### src/i2c_eeprom_access_sequencer_defines.svh
// ----------------------------------------------------------------------------
// I2C EEPROM access sequencer - assertion macros
// Shared macros for concurrent checks; build with NO_ASSERTIONS to drop them.
// ----------------------------------------------------------------------------
`ifndef I2C_EEPROM_ACCESS_SEQUENCER_DEFINES_SVH
`define I2C_EEPROM_ACCESS_SEQUENCER_DEFINES_SVH

`ifndef NO_ASSERTIONS

// check on every edge outside reset
`define I2CEA_ASSERT(lbl, prop, msg) \
  lbl: assert property (@(posedge clk) disable iff (!rst_n) (prop)) else $error(msg);

// check on every edge, reset included
`define I2CEA_ASSERT_ALWAYS(lbl, prop, msg) \
  lbl: assert property (@(posedge clk) (prop)) else $error(msg);

`else

`define I2CEA_ASSERT(lbl, prop, msg)
`define I2CEA_ASSERT_ALWAYS(lbl, prop, msg)

`endif

`endif

### src/i2cea_pkg.sv
// ----------------------------------------------------------------------------
// i2cea_pkg
// Types, codes and constants shared by the I2C EEPROM access sequencer.
// ----------------------------------------------------------------------------
package i2cea_pkg;

  localparam int MAX_BYTES_DFLT = 4;
  // width that holds any byte_count value and any MAX_BYTES (up to 15)
  localparam int CNT_CMP_W      = 4;

  localparam logic [7:0] WR_CTRL_RST = 8'd160;
  localparam logic [7:0] RD_CTRL_RST = 8'd161;

  // action codes
  localparam logic [1:0] ACT_WRITE    = 2'd0;
  localparam logic [1:0] ACT_READ     = 2'd1;
  localparam logic [1:0] ACT_COMPLETE = 2'd2;

  // bus command codes
  localparam logic [2:0] CMD_START = 3'd0;
  localparam logic [2:0] CMD_SEND  = 3'd1;
  localparam logic [2:0] CMD_RECV  = 3'd2;
  localparam logic [2:0] CMD_NACK  = 3'd3;
  localparam logic [2:0] CMD_STOP  = 3'd4;
  localparam logic [2:0] CMD_DONE  = 3'd5;

  // configuration register indexes
  localparam logic CFG_WR_CTRL = 1'b0;
  localparam logic CFG_RD_CTRL = 1'b1;

  typedef struct packed {
    logic [1:0]  action;
    logic [15:0] address;
    logic [2:0]  byte_count;
    logic [31:0] write_data;
    logic        ack;
    logic [7:0]  rx_byte;
  } item_t;

  typedef struct packed {
    logic [2:0]  command;
    logic [7:0]  tx_byte;
    logic [31:0] read_data;
    logic        last;
  } result_t;

endpackage

### src/i2c_eeprom_access_sequencer.sv
// ----------------------------------------------------------------------------
// i2c_eeprom_access_sequencer
// Sequences byte-level I2C master commands for 16-bit-addressed EEPROM access.
// ----------------------------------------------------------------------------
// Each input beat is either a read/write request (start address, 1 to
// MAX_BYTES bytes, write data) or the completion of the bus command issued
// last (with its ack bit and received byte). Each beat that matters answers
// with one command beat for the bus controller: start, send, receive,
// not-acknowledge, stop, or a final "request complete" beat flagged by
// out_tlast and carrying all bytes read. Every byte is its own transaction
// (start, write control, address high, address low, then a data byte or a
// repeated start, read control, receive and not-acknowledge, then stop), the
// most significant data byte first at the lowest address; a control byte
// with no acknowledge is retried from a new start. Requests while busy and
// completions while idle are dropped silently. The block takes one beat per
// clock cycle sustained while the output drains: a beat is captured in an
// input register, its phase step is done in one pass through the phase
// logic, and its result lands in an output register once that one is free.
// A stalled output holds both stages; the input register keeps taking beats
// as long as the output register drains. The user must write the control
// byte registers through the cfg port only while the block is idle; the
// block itself does not enforce this.
// ----------------------------------------------------------------------------
module i2c_eeprom_access_sequencer #(
  parameter int MAX_BYTES = i2cea_pkg::MAX_BYTES_DFLT
) (
  input  logic        clk,
  input  logic        rst_n,
  // configuration: 0 write control byte, 1 read control byte
  input  logic        cfg_wr_en,
  input  logic        cfg_index,
  input  logic [7:0]  cfg_data,
  // input channel
  input  logic        in_tvalid,
  output logic        in_tready,
  // [15:0] address, [18:16] byte_count, [50:19] write_data, [51] ack,
  // [59:52] rx_byte, [63:60] zero
  input  logic [63:0] in_tdata,
  // [1:0] action
  input  logic [1:0]  in_tuser,
  // result channel
  output logic        out_tvalid,
  input  logic        out_tready,
  // [7:0] tx_byte, [39:8] read_data
  output logic [39:0] out_tdata,
  // [2:0] command
  output logic [2:0]  out_tuser,
  output logic        out_tlast
);

  i2cea_pkg::item_t   in_item;
  i2cea_pkg::item_t   item;
  i2cea_pkg::result_t res;
  i2cea_pkg::result_t out_res;
  logic               item_valid;
  logic               out_free;
  logic               advance;
  logic               res_valid;

  // unpack the input beat
  assign in_item.action     = in_tuser;
  assign in_item.address    = in_tdata[15:0];
  assign in_item.byte_count = in_tdata[18:16];
  assign in_item.write_data = in_tdata[50:19];
  assign in_item.ack        = in_tdata[51];
  assign in_item.rx_byte    = in_tdata[59:52];

  // advance the held beat through the phase logic when the result slot frees
  assign advance = item_valid && out_free;

  i2cea_in_stage u_in_stage (
    .clk        (clk),
    .rst_n      (rst_n),
    .in_valid   (in_tvalid),
    .in_ready   (in_tready),
    .in_item    (in_item),
    .out_free   (out_free),
    .item_valid (item_valid),
    .item       (item)
  );

  i2cea_seq_core #(
    .MAX_BYTES (MAX_BYTES)
  ) u_seq_core (
    .clk       (clk),
    .rst_n     (rst_n),
    .cfg_wr_en (cfg_wr_en),
    .cfg_index (cfg_index),
    .cfg_data  (cfg_data),
    .advance   (advance),
    .item      (item),
    .res_valid (res_valid),
    .res       (res)
  );

  i2cea_out_stage u_out_stage (
    .clk       (clk),
    .rst_n     (rst_n),
    .advance   (advance),
    .res_valid (res_valid),
    .res       (res),
    .out_free  (out_free),
    .out_valid (out_tvalid),
    .out_ready (out_tready),
    .out_res   (out_res)
  );

  // pack the result beat
  assign out_tdata = {out_res.read_data, out_res.tx_byte};
  assign out_tuser = out_res.command;
  assign out_tlast = out_res.last;

endmodule

### src/i2cea_in_stage.sv
// ----------------------------------------------------------------------------
// i2cea_in_stage
// Input register: captures one beat and hands it to the sequencer core.
// ----------------------------------------------------------------------------
module i2cea_in_stage (
  input  logic              clk,
  input  logic              rst_n,
  input  logic              in_valid,
  output logic              in_ready,
  input  i2cea_pkg::item_t  in_item,
  input  logic              out_free,
  output logic              item_valid,
  output i2cea_pkg::item_t  item
);

  logic             vld_r, vld_nxt;
  i2cea_pkg::item_t item_r;

  // take a new beat when empty or when the held one moves on this cycle
  assign in_ready = !vld_r || out_free;

  always_comb begin
    vld_nxt = vld_r;
    if (in_ready) begin
      vld_nxt = in_valid;
    end
  end

  always_ff @(posedge clk) begin
    if (!rst_n) begin
      vld_r <= 1'b0;
    end else begin
      vld_r <= vld_nxt;
    end
  end

  always_ff @(posedge clk) begin
    if (in_valid && in_ready) begin
      item_r <= in_item;
    end
  end

  assign item_valid = vld_r;
  assign item       = item_r;

endmodule

### src/i2cea_seq_core.sv
// ----------------------------------------------------------------------------
// i2cea_seq_core
// Transaction phase machine, request state and control byte registers.
// ----------------------------------------------------------------------------
`include "i2c_eeprom_access_sequencer_defines.svh"

module i2cea_seq_core #(
  parameter int MAX_BYTES = i2cea_pkg::MAX_BYTES_DFLT
) (
  input  logic               clk,
  input  logic               rst_n,
  input  logic               cfg_wr_en,
  input  logic               cfg_index,
  input  logic [7:0]         cfg_data,
  input  logic               advance,
  input  i2cea_pkg::item_t   item,
  output logic               res_valid,
  output i2cea_pkg::result_t res
);

  localparam int CNT_W = $clog2(MAX_BYTES + 1);
  localparam int CW    = i2cea_pkg::CNT_CMP_W;

  typedef enum logic [10:0] {
    PH_IDLE   = 11'b000_0000_0001,
    PH_START  = 11'b000_0000_0010,
    PH_CTRL_W = 11'b000_0000_0100,
    PH_ADDR_H = 11'b000_0000_1000,
    PH_ADDR_L = 11'b000_0001_0000,
    PH_DATA   = 11'b000_0010_0000,
    PH_RSTART = 11'b000_0100_0000,
    PH_CTRL_R = 11'b000_1000_0000,
    PH_RECV   = 11'b001_0000_0000,
    PH_NACK   = 11'b010_0000_0000,
    PH_STOP   = 11'b100_0000_0000
  } phase_t;

  phase_t           phase_r, phase_nxt;
  logic             is_read_r, is_read_nxt;
  logic [15:0]      addr_r, addr_nxt;
  logic [31:0]      data_word_r, data_word_nxt;
  logic [CNT_W-1:0] left_r, left_nxt;
  logic [31:0]      read_word_r, read_word_nxt;
  logic [7:0]       wr_ctrl_r, rd_ctrl_r;

  logic             is_req;
  logic [CW-1:0]    count_sat;
  logic [CW-1:0]    byte_sel;
  logic [7:0]       data_byte;
  logic [CNT_W-1:0] left_dec;

  // assertion helpers
  logic             busy;
  logic             done_step;
  logic             req_step;
  logic             idle_cmpl;

  assign is_req = (item.action == i2cea_pkg::ACT_WRITE) ||
                  (item.action == i2cea_pkg::ACT_READ);

  // clamp the requested count into 1..MAX_BYTES
  always_comb begin
    count_sat = CW'(item.byte_count);
    if (item.byte_count == 3'd0) begin
      count_sat = CW'(1);
    end else if (CW'(item.byte_count) > CW'(MAX_BYTES)) begin
      count_sat = CW'(MAX_BYTES);
    end
  end

  // data byte for the current transfer, most significant first; zero past bit 31
  assign byte_sel = CW'(left_r) - CW'(1);
  always_comb begin
    data_byte = 8'd0;
    if (left_r != '0 && byte_sel < CW'(4)) begin
      data_byte = data_word_r[8*byte_sel[1:0] +: 8];
    end
  end

  assign left_dec = (left_r != '0) ? left_r - CNT_W'(1) : left_r;

  always_comb begin
    phase_nxt     = phase_r;
    is_read_nxt   = is_read_r;
    addr_nxt      = addr_r;
    data_word_nxt = data_word_r;
    left_nxt      = left_r;
    read_word_nxt = read_word_r;
    res_valid     = 1'b0;
    res.command   = i2cea_pkg::CMD_START;
    res.tx_byte   = 8'd0;
    res.last      = 1'b0;

    if (is_req) begin
      if (phase_r == PH_IDLE) begin
        is_read_nxt   = (item.action == i2cea_pkg::ACT_READ);
        addr_nxt      = item.address;
        data_word_nxt = item.write_data;
        left_nxt      = CNT_W'(count_sat);
        read_word_nxt = 32'd0;
        phase_nxt     = PH_START;
        res_valid     = 1'b1;
      end
    end else if (item.action == i2cea_pkg::ACT_COMPLETE && phase_r != PH_IDLE) begin
      res_valid = 1'b1;
      unique case (phase_r)
        PH_START: begin
          phase_nxt   = PH_CTRL_W;
          res.command = i2cea_pkg::CMD_SEND;
          res.tx_byte = wr_ctrl_r;
        end
        PH_CTRL_W: begin
          if (item.ack) begin
            phase_nxt   = PH_ADDR_H;
            res.command = i2cea_pkg::CMD_SEND;
            res.tx_byte = addr_r[15:8];
          end else begin
            phase_nxt   = PH_START;
          end
        end
        PH_ADDR_H: begin
          phase_nxt   = PH_ADDR_L;
          res.command = i2cea_pkg::CMD_SEND;
          res.tx_byte = addr_r[7:0];
        end
        PH_ADDR_L: begin
          if (is_read_r) begin
            phase_nxt   = PH_RSTART;
          end else begin
            phase_nxt   = PH_DATA;
            res.command = i2cea_pkg::CMD_SEND;
            res.tx_byte = data_byte;
          end
        end
        PH_DATA: begin
          phase_nxt   = PH_STOP;
          res.command = i2cea_pkg::CMD_STOP;
        end
        PH_RSTART: begin
          phase_nxt   = PH_CTRL_R;
          res.command = i2cea_pkg::CMD_SEND;
          res.tx_byte = rd_ctrl_r;
        end
        PH_CTRL_R: begin
          if (item.ack) begin
            phase_nxt   = PH_RECV;
            res.command = i2cea_pkg::CMD_RECV;
          end else begin
            phase_nxt   = PH_RSTART;
          end
        end
        PH_RECV: begin
          read_word_nxt = {read_word_r[23:0], item.rx_byte};
          phase_nxt     = PH_NACK;
          res.command   = i2cea_pkg::CMD_NACK;
        end
        PH_NACK: begin
          phase_nxt   = PH_STOP;
          res.command = i2cea_pkg::CMD_STOP;
        end
        PH_STOP: begin
          left_nxt = left_dec;
          addr_nxt = addr_r + 16'd1;
          if (left_dec == '0) begin
            phase_nxt   = PH_IDLE;
            res.command = i2cea_pkg::CMD_DONE;
            res.last    = 1'b1;
          end else begin
            phase_nxt   = PH_START;
          end
        end
        default: begin
          phase_nxt = PH_IDLE;
          res_valid = 1'b0;
        end
      endcase
    end

    res.read_data = read_word_nxt;
  end

  always_ff @(posedge clk) begin
    if (!rst_n) begin
      phase_r     <= PH_IDLE;
      is_read_r   <= 1'b0;
      addr_r      <= 16'd0;
      data_word_r <= 32'd0;
      left_r      <= '0;
      read_word_r <= 32'd0;
    end else if (advance) begin
      phase_r     <= phase_nxt;
      is_read_r   <= is_read_nxt;
      addr_r      <= addr_nxt;
      data_word_r <= data_word_nxt;
      left_r      <= left_nxt;
      read_word_r <= read_word_nxt;
    end
  end

  always_ff @(posedge clk) begin
    if (!rst_n) begin
      wr_ctrl_r <= i2cea_pkg::WR_CTRL_RST;
      rd_ctrl_r <= i2cea_pkg::RD_CTRL_RST;
    end else if (cfg_wr_en) begin
      if (cfg_index == i2cea_pkg::CFG_WR_CTRL) begin
        wr_ctrl_r <= cfg_data;
      end else begin
        rd_ctrl_r <= cfg_data;
      end
    end
  end

  assign busy      = (phase_r != PH_IDLE);
  assign done_step = advance && res_valid && (res.command == i2cea_pkg::CMD_DONE);
  assign req_step  = advance && is_req && (phase_r == PH_IDLE);
  assign idle_cmpl = advance && !is_req && (phase_r == PH_IDLE);

  // a busy sequencer always has at least one byte still to move
  `I2CEA_ASSERT(a_busy_has_bytes, busy |-> (left_r != '0), "busy with no bytes left")
  // a completion result returns the machine to idle
  `I2CEA_ASSERT(a_done_to_idle, done_step |=> (phase_r == PH_IDLE), "done without idle")
  // an idle request opens a transaction with a cleared read word
  `I2CEA_ASSERT(a_req_opens, req_step |=> (phase_r == PH_START && read_word_r == '0), "open failed")
  // a bus completion while idle leaves the state untouched
  `I2CEA_ASSERT(a_idle_quiet, idle_cmpl |=> (phase_r == PH_IDLE && $stable(addr_r)), "idle changed")

endmodule

### src/i2cea_out_stage.sv
// ----------------------------------------------------------------------------
// i2cea_out_stage
// Result register: holds one result beat until the consumer takes it.
// ----------------------------------------------------------------------------
module i2cea_out_stage (
  input  logic               clk,
  input  logic               rst_n,
  input  logic               advance,
  input  logic               res_valid,
  input  i2cea_pkg::result_t res,
  output logic               out_free,
  output logic               out_valid,
  input  logic               out_ready,
  output i2cea_pkg::result_t out_res
);

  logic               vld_r, vld_nxt;
  i2cea_pkg::result_t res_r;

  assign out_free = !vld_r || out_ready;

  always_comb begin
    vld_nxt = vld_r;
    if (advance) begin
      vld_nxt = res_valid;
    end else if (out_ready) begin
      vld_nxt = 1'b0;
    end
  end

  always_ff @(posedge clk) begin
    if (!rst_n) begin
      vld_r <= 1'b0;
    end else begin
      vld_r <= vld_nxt;
    end
  end

  always_ff @(posedge clk) begin
    if (advance && res_valid) begin
      res_r <= res;
    end
  end

  assign out_valid = vld_r;
  assign out_res   = res_r;

endmodule

### config.mk
export PLATFORM = sky130hd
export DESIGN_NAME = i2c_eeprom_access_sequencer
export DESIGN_NICKNAME = d
export VERILOG_FILES = /design/src/i2cea_pkg.sv /design/src/i2c_eeprom_access_sequencer.sv /design/src/i2cea_in_stage.sv /design/src/i2cea_seq_core.sv /design/src/i2cea_out_stage.sv
export VERILOG_INCLUDE_DIRS = /design/src /design/src/src
export SDC_FILE = /design/constraint.sdc
export NUM_CORES = 1
export LEC_CHECK = 0
export BUFFER_PORTS_ARGS = -buffer_cell sky130_fd_sc_hd__buf_2
export CORE_ASPECT_RATIO = 1.4
export CORE_MARGIN = 5
export CORE_UTILIZATION = 25
export DETAILED_ROUTE_END_ITERATION = 8
export SLEW_MARGIN = 30
export SYNTH_ARGS = -nofsm -noshare
export SYNTH_HDL_FRONTEND = slang
export SYNTH_SLANG_ARGS = --single-unit
### constraint.sdc
create_clock -name clk -period 8 [get_ports clk]
set_clock_uncertainty 0.1 [all_clocks]
set_input_delay 1.2 -clock clk [delete_from_list [all_inputs] [get_ports clk]]
set_output_delay 1.2 -clock clk [all_outputs]
set_load 0.02 [all_outputs]
==> metrics, run 1 <==
Period Utilization, post-route a little over two fifths; min-delay src u_seq_core.data_word_r[1]; Max Freq approximately 0.29 GHz; Die X 169 µm; RSZ-0062 raised after global routing false; Initial Utilization roughly a quarter; Required @ worst endpoint approximately 8100 ps; DRT iter0 DRCs between 500 and 600; switch share 22.2%; leak pwr 3.87 nW; Wirelength per Cell between 15 and 20 µm; number of antenna violations at the first check in global routing 0; Startpoint Class flip-flop; Antenna diodes 0; Worst-Skew Late Latency 530 ps; FP Rows 81; cell taking the most area after synthesis edfxtp_1; final setup violation count 0; clock share of power between 40% and 50%; # Max-Cap Violations 0; Pwr Total around 2.5 mW; outcome finished clean; Slew @ Worst Pin a little over 800 ps; Setup Buffers After CTS 0; worst-path fanout max between 40 and 50; register area share after synthesis between 60% and 70%; post_cts resized 0; Worst R2R Path Depth 6; Synth Cell Area about 9000 µm²; Final #Nets roughly 960; syn_area_per_cell ~11 µm²; die area between 30,000 and 40,000 µm²; TritonCTS buffer count 24; Hold Path End u_seq_core.data_word_r[1]; Hold Vio Cnt, Final 0; count leader, synth nand2_1; Pint 1.91 mW; Hold Path Class reg -> reg; Max Slew Vio Count 0; setup TNS 0 ps; layout cells sized above 1 21.3%; CTS root buf clkbuf_16; worst r2r src u_seq_core.phase_r[4]; CTS H-Tree Depth 1; syn nets roughly 860; fraction of registers with async set/reset 0%; Worst Setup Path Type reg -> reg; DR vias around 6,500; first-pass GRT wire length 35,400 µm; Post-Syn Instances 780; Final min period ~3500 ps; vias per inst slightly below 5; register share of total power 50.1%; core box area about 35,000 µm²; Util after Layout 30.5%; top area cells in the synthesized netlist edfxtp_1 (36%), dfxtp_1 (26%), a22o_1 (6.3%); maximum number of pins on one net before global-route repair 59; hold depth 2; CTS clk-pin slew, worst paths 60 ps; CTS tree built; r2r setup slk 4530 ps; Clock Sinks between 200 and 250; Bufs on Longest Clock Path 3; Post-DP HPWL around 16,000 µm; Placed Area slightly below 10,000 µm²; Post-synth top cells nand2_1 (124), dfxtp_1 (113), edfxtp_1 (106); net switching power between 500 and 600 µW; Placed Cells between 1,000 and 1,500; DRT Pass-1 Iters 5; port buffer count around 120; VDD IR max roughly 150 µV; Die H between 200 and 250 µm; Comb pwr share under 10%; Worst Setup End Kind flip-flop; crit path DAT roughly 3500 ps; top_reg_cell synth dfxtp_1; Hold-fix buffers, CTS 0; WL final 23,200 µm; Critical R2R Capture u_out_stage.out_res[12]; routability cong. 0.883; synthesized flop and latch total about 220; gr ovfl total 0; vias in the first global route about 6,300; Design Area, Final about 11,000 µm²; Ports 126; GR Util All Layers a little under an eighth; Pwr per Cell Area 230 nW/µm²; share of Yosys cell area claimed by the top area cell type 36.0%; Max-slew headroom 45.2%; synth unique cells 62; Post-synth EDFFs about 110; # DRC 0; Finished Layout Cells 1,353; yosys warns 0; Area Growth Syn to Fin 20.6%; Post-DRT Antenna Nets 0
==> layer usage <==
metal  up-vias  track usage, %  share of wire [%]
met5         -               0                  0
met4         0            5.48                4.1
met3        58            2.11                6.0
met2       224            19.4                 50
met1      3093            13.5                 40
li1       3138               -                  -
==> cell families (layout without fill, tap and decap cells) <==
logic type	count (synthesis)	after routing	share of synthesized area, %
AOI/OAI and AO/OA	221	221	17.7
xor gates and xnor gates	4	4	0.397
DFF	219	219	61.6
and+or+nand+nor	248	248	13.4
buffers and inverters	69	186	3.48
adders and majority gates	4	4	0.566
muxes	15	15	2.83
==> layout by cell type (no fill, tap or decap), drive strengths merged, types with 7 or more instances in the layout <==
master / netlist / routed
buf: 15 / 131
nand2: 124 / 124
dfxtp: 113 / 113
edfxtp: 106 / 106
a21oi: 78 / 78
a22o: 64 / 64
nor2: 33 / 33
clkbuf: 43 / 33
nand3: 25 / 25
inv: 11 / 12
nor4: 11 / 11
o21ai: 10 / 10
nand4: 9 / 9
a22oi: 9 / 9
a222oi: 8 / 8
mux4: 8 / 8
clkinv: 0 / 8
nand2b: 7 / 7
o211ai: 7 / 7
o22ai: 7 / 7
mux2i: 7 / 7
o31ai: 7 / 7
==> power groups by stage <==
stage          logic [mW]  clock network (mW)  registers (mW)
2_1_floorplan      0.0780                   0            1.25
3_3_place_gp        0.120                   0            1.25
3_5_place_dp        0.121                   0            1.25
4_1_cts             0.122                1.14            1.23
5_1_grt             0.135                1.18            1.23
6_report            0.120                1.10            1.23
==> worst max path at each step <==
stage | startpoint | slack (ps) | to
floorplan | u_seq_core.phase_r[0] | 3350 | u_out_stage.out_res[0]
global placement | u_seq_core.phase_r[4] | 4590 | u_out_stage.out_res[3]
detailed placement | u_seq_core.phase_r[4] | 4610 | u_out_stage.out_res[4]
CTS | u_seq_core.phase_r[4] | 4560 | u_out_stage.out_res[10]
global route | u_seq_core.phase_r[4] | 4320 | u_out_stage.out_res[31]
finish | u_seq_core.phase_r[4] | 4530 | u_out_stage.out_res[12]
==> registers in the layout, indices dropped and copies added, names as in the netlist <==
signal and flops:
u_in_stage.item_valid 1, u_seq_core.is_read_r 1, u_seq_core.read_word_r 32, u_seq_core.addr_r 16, u_seq_core.data_word_r 32, u_out_stage.out_valid 1, u_out_stage.out_res 44, u_seq_core.rd_ctrl_r 8
u_seq_core.wr_ctrl_r 8, u_in_stage.item 62, u_seq_core.phase_r 11, u_seq_core.left_r 3
==> metrics by stage <==
step                setup slack (ps)  hold slack, ps
floorplan                       3350             329
global placement                4590             337
detailed placement              4610             344
CTS                             4560             352
global route                    4320             362
finish                          4530             349
==> worst max-delay path, cell delays in order, from the launching register on <==
cell      delay [ps]
dfxtp_1          420
nor4_2           640
nand3_1          560
o311ai_0         380
o21ai_1          290
a21oi_4          190
buf_4            480
==> cell type report <==
class,instances,area (µm²)
Multi-Input combinational cell,492,3120
Timing Repair Buffer,131,681
Fill cell,3603,24300
Clock inverter,11,123
Tap cell,456,571
Clock buffer,33,676
Sequential cell,219,5450
Inverter,11,41.3
No activity file was read; power rests on OpenSTA's default activity.
==> inputs of run 2 (changes only) <==
Clock period 8 ns to 2.8 ns, I/O delays scaled along.
==> run 2 against run 1 <==
Compared with the run above: non-clock buffer count is 100 higher; flip-flop and latch count stayed put; sequential share of layout area is 4.3 points lower; via count is 5.0% higher; critical path depth stayed put; clock-buffer cell count is 2 lower; setup slack worse by 4400 ps; final cell count is 7.4% higher; highest routed layer unchanged; utilization is 2.8 points higher; first-iteration DRC count is 17% lower; clock power grew to 3.0 times the previous value; wire length is 6.5% higher.
==> metrics, run 2 (synthesis gave the netlist of run 1 again) <==
outcome finished clean; Largest register FFs 62; Final min period ~2600 ps; final setup violation count 0; number of antenna violations at the first check in global routing 0; Max-slew headroom 38.7%; TritonCTS buffer count 24; Setup Buffers After CTS 0; Hold Vio Cnt, Final 0; worst setup path startpoint u_seq_core.phase_r[6]; layout cells sized above 1 a little under a quarter; commonest non-fill, non-tap cell in the layout nand2_1; Worst Setup Path Type reg -> reg; DP Worst Slack 163 ps; DRT iter0 DRCs 444; FP Rows 81; Post-DRT Antenna Nets 0; Startpoint Class flip-flop; Final #Nets between 1,000 and 1,500; core box area about 35,000 µm²; vias in the first global route 6,679; area occupied by multi-input gates ~3100 µm²; RSZ-0062 raised after global routing false; CTS clk-pin slew, worst paths ~70 ps; die area slightly below 40,000 µm²; CTS root buf clkbuf_16; Die H between 200 and 250 µm; Post-DP HPWL 17,000 µm; first-pass GRT wire length 37,900 µm; Clock Sinks 219; gr ovfl total 0; post_cts resized 0; Pwr per Cell Area around 620 nW/µm²; Layout fillers between 3,000 and 4,000; Worst Setup End Kind flip-flop; Max Freq roughly 0.38 GHz; Util after Layout between 30% and 40%; Bufs on Longest Clock Path 3; Initial Utilization between 20% and 30%; # DRC 0; VDD IR max between 400 and 500 µV; Slew @ Worst Pin between 900 and 1000 ps; PnR worst setup slack 167 ps; crit path DAT about 2800 ps; DRT Pass-1 Iters 7; worst hold slack between 10 and 15 ps; CTS tree built; CTS H-Tree Depth 1; Placed Cells between 1,000 and 1,500; worst r2r src u_seq_core.phase_r[6]; Die X 169 µm; GR Util All Layers 12.2%; Finished Layout Cells between 1,000 and 1,500; routability cong. 0.867; port buffer count ~120; Worst-Skew Late Latency roughly 540 ps; most frequent cells in the layout nand2_1 (124), buf_2 (121), dfxtp_1 (113); Wirelength per Cell between 15 and 20 µm; worst-path fanout max 30; Antenna diodes 0; Storage cell area 5450 µm²; DR vias ~6,800; WL final about 25,000 µm; Max Slew Vio Count 0; Area Growth Syn to Fin 31.8%; maximum number of pins on one net before global-route repair 63; Period Utilization, post-route between 90 and 100%; min-delay src in_tvalid; leak pwr roughly 4.3 nW; Hold Path Class in -> reg; vias per inst between 4 and 5; # Max-Cap Violations 0; Ports 126; Required @ worst endpoint 2920 ps
==> run 2: changes by cell type in the layout (fill, tap and decap cells not counted), sizes merged <==
cell         before  now
clkinv            8    6
clkinvlp          0    1
buf             131  168
inv              12   13
bufinv            2    4
clkbuf           33   31
dlygate4sd3       0   63
==> run 2: worst max-delay path: stages, from the launching register on <==
cell      delay [ps]
dfxtp_1          450
or4b_2           660
or3_1            370
o211ai_1         160
o21ai_2          120
a21oi_4          220
buf_12           220
==> run 2: routing by layer <==
layer  vias to the layer above  part of all wire (%)  global-route usage (%)
met1                      3263                    40                    14.4
met4                         0                   3.5                    5.13
met5                         -                     0                       0
met2                       209                    51                    21.9
met3                        42                   5.3                    1.90
li1                       3326                     -                       -
==> run 2: worst paths after layout <==
check                           depth (start not counted)  slack [ps]                         to
worst max-delay path                                    6         170    u_out_stage.out_res[10]
worst min-delay path                                    3          10      u_in_stage.item_valid
worst max register to register                          6         170    u_out_stage.out_res[10]
worst min register to register                          2         350  u_seq_core.data_word_r[6]
==> run 2: through the flow <==
stage / power, mW / area (µm²) / setup TNS [ps]
final: 7.26 / 11600 / 0
after global routing: 7.53 / 11600 / 0
after CTS: 7.34 / 11600 / 0
after detailed placement: 3.97 / 10200 / 0
after global placement: 3.96 / 10200 / 0
after floorplan: 3.79 / 8880 / -13860
==> run 2: what timing repair did <==
item	CTS	global route
endpoints found under the hold margin	62	1
endpoints found under the setup margin	0	0
hold buffers	62	1
==> run 2: cell type report <==
cell class                      count  area share (%)
Clock buffer                       31            5.38
Clock inverter                     13            1.61
Inverter                           11           0.355
Multi-Input combinational cell    492            26.9
Sequential cell                   219            46.8
Tap cell                          456            4.90
Timing Repair Buffer              231            14.1
==> run 2: power by group <==
group,internal [mW],switching (mW),total (mW)
logic,0.203,0.251,0.454
clock network,1.97,1.33,3.30
registers,3.46,0.0532,3.51
total,5.63,1.63,7.26
==> inputs of run 3 (changes only) <==
Settings changed: CTS_BUF_LIST set to sky130_fd_sc_hd__clkbuf_16.
==> run 3 against run 2 <==
Compared with the run above: critical path depth unchanged; fmax about the same; die area unchanged; sequential power about the same; utilization unchanged; highest routed layer unchanged; largest power group unchanged; critical endpoint unchanged; wire length about the same; power decreased by 0.35%.
==> metrics, run 3 (synthesis gave the netlist of run 1 again) <==
Pwr per Cell Area about 620 nW/µm²; PnR worst setup slack between 150 and 200 ps; CTS H-Tree Depth 1; leak pwr 4.37 nW; Hold-fix buffers, CTS 62; layout cells sized above 1 23.2%; Post-DRT Antenna Nets 0; Hold Vio Cnt, Final 0; Period Utilization, post-route 94.0%; Hold Path Class in -> reg; WL final around 25,000 µm; gr ovfl total 0; Final min period between 2000 and 3000 ps; Final #Nets 1,063; port buffer count between 100 and 150; Post-DP HPWL 17,000 µm; crit path DAT 2750 ps; Ports between 100 and 150; Clock Sinks between 200 and 250; DRT Pass-1 Iters 7; die area a little under 40,000 µm²; DR vias just under 7,000; Largest register FFs 62; DRT iter0 DRCs 443; Wirelength per Cell ~17 µm; routability cong. between 0.8 and 0.9; GR Util All Layers roughly 12%; post_cts resized 0; Area Growth Syn to Fin 31.8%; setup TNS 0 ps; Worst-Skew Late Latency ~540 ps; Util after Layout 33.3%; most frequent cells in the layout nand2_1 (124), buf_2 (121), dfxtp_1 (113); Max-slew headroom between 30 and 40%; Pwr Total just over 7 mW; Placed Cells about 1,300; Bufs on Longest Clock Path 3; Worst Setup Path Type reg -> reg; final setup violation count 0; Startpoint Class flip-flop; worst-path fanout max 30; Max Freq ~0.38 GHz; RSZ-0062 raised after global routing false; outcome finished clean; vias in the first global route 6,679; number of antenna violations at the first check in global routing 0; Finished Layout Cells approximately 1,500; Placed Area ~10,000 µm²; Die H 232 µm; Required @ worst endpoint just under 3000 ps; Max Slew Vio Count 0; DP Worst Slack between 150 and 200 ps; worst hold slack between 10 and 15 ps; Initial Utilization ~25%; Worst Setup End Kind flip-flop; # DRC 0; CTS root buf clkbuf_16; Die X roughly 170 µm; Design Area, Final 11,600 µm²; Antenna diodes 0; CTS tree built; vias per inst ~4.7; VDD IR max 448 µV; TritonCTS buffer count 24; # Max-Cap Violations 0; CTS clk-pin slew, worst paths ~70 ps; first-pass GRT wire length 37,900 µm; core box area approximately 35,000 µm²; maximum number of pins on one net before global-route repair between 60 and 70; FP Rows slightly above 80; Slew @ Worst Pin ~900 ps; Setup Buffers After CTS 0; commonest non-fill, non-tap cell in the layout nand2_1
run 3: cell count changes in the layout (fill, tap and decap cells not counted):
cell / delta
clkbuf_1: -7
inv_1: +7
run 3: critical path, stage by stage (launching register included):
cell,delay (ps)
dfxtp_1,450
or4b_2,660
or3_1,370
o211ai_1,160
o21ai_2,120
a21oi_4,220
buf_12,220
run 3: final timing paths:
kind              slack (ps)                      start  depth (start not counted)                        end
setup / recovery         170      u_seq_core.phase_r[6]                          6    u_out_stage.out_res[10]
hold / removal            10                  in_tvalid                          3      u_in_stage.item_valid
setup reg to reg         170      u_seq_core.phase_r[6]                          6    u_out_stage.out_res[10]
hold reg to reg          350  u_seq_core.data_word_r[6]                          2  u_seq_core.data_word_r[6]
run 3: report_power, final:
part           switching, mW  internal (mW)
clock                   1.33           1.94
combinational          0.251          0.203
sequential            0.0532           3.46
run 3: final cells by class:
type,count,area [µm²]
flip-flops and latches,219,5450
clock inverters,20,214
well taps,456,571
repair buffers,231,1640
multi-input cells,492,3130
clock buffers,24,601
fillers,3514,23300
inverters,11,41.3
run 3: layer usage:
layer	vias up	track usage [%]	wire, µm
met1	3276	14.4	9860
li1	3326	-	-
met2	206	21.9	12800
met4	0	5.13	855
met3	43	1.90	1270
met5	-	0	0
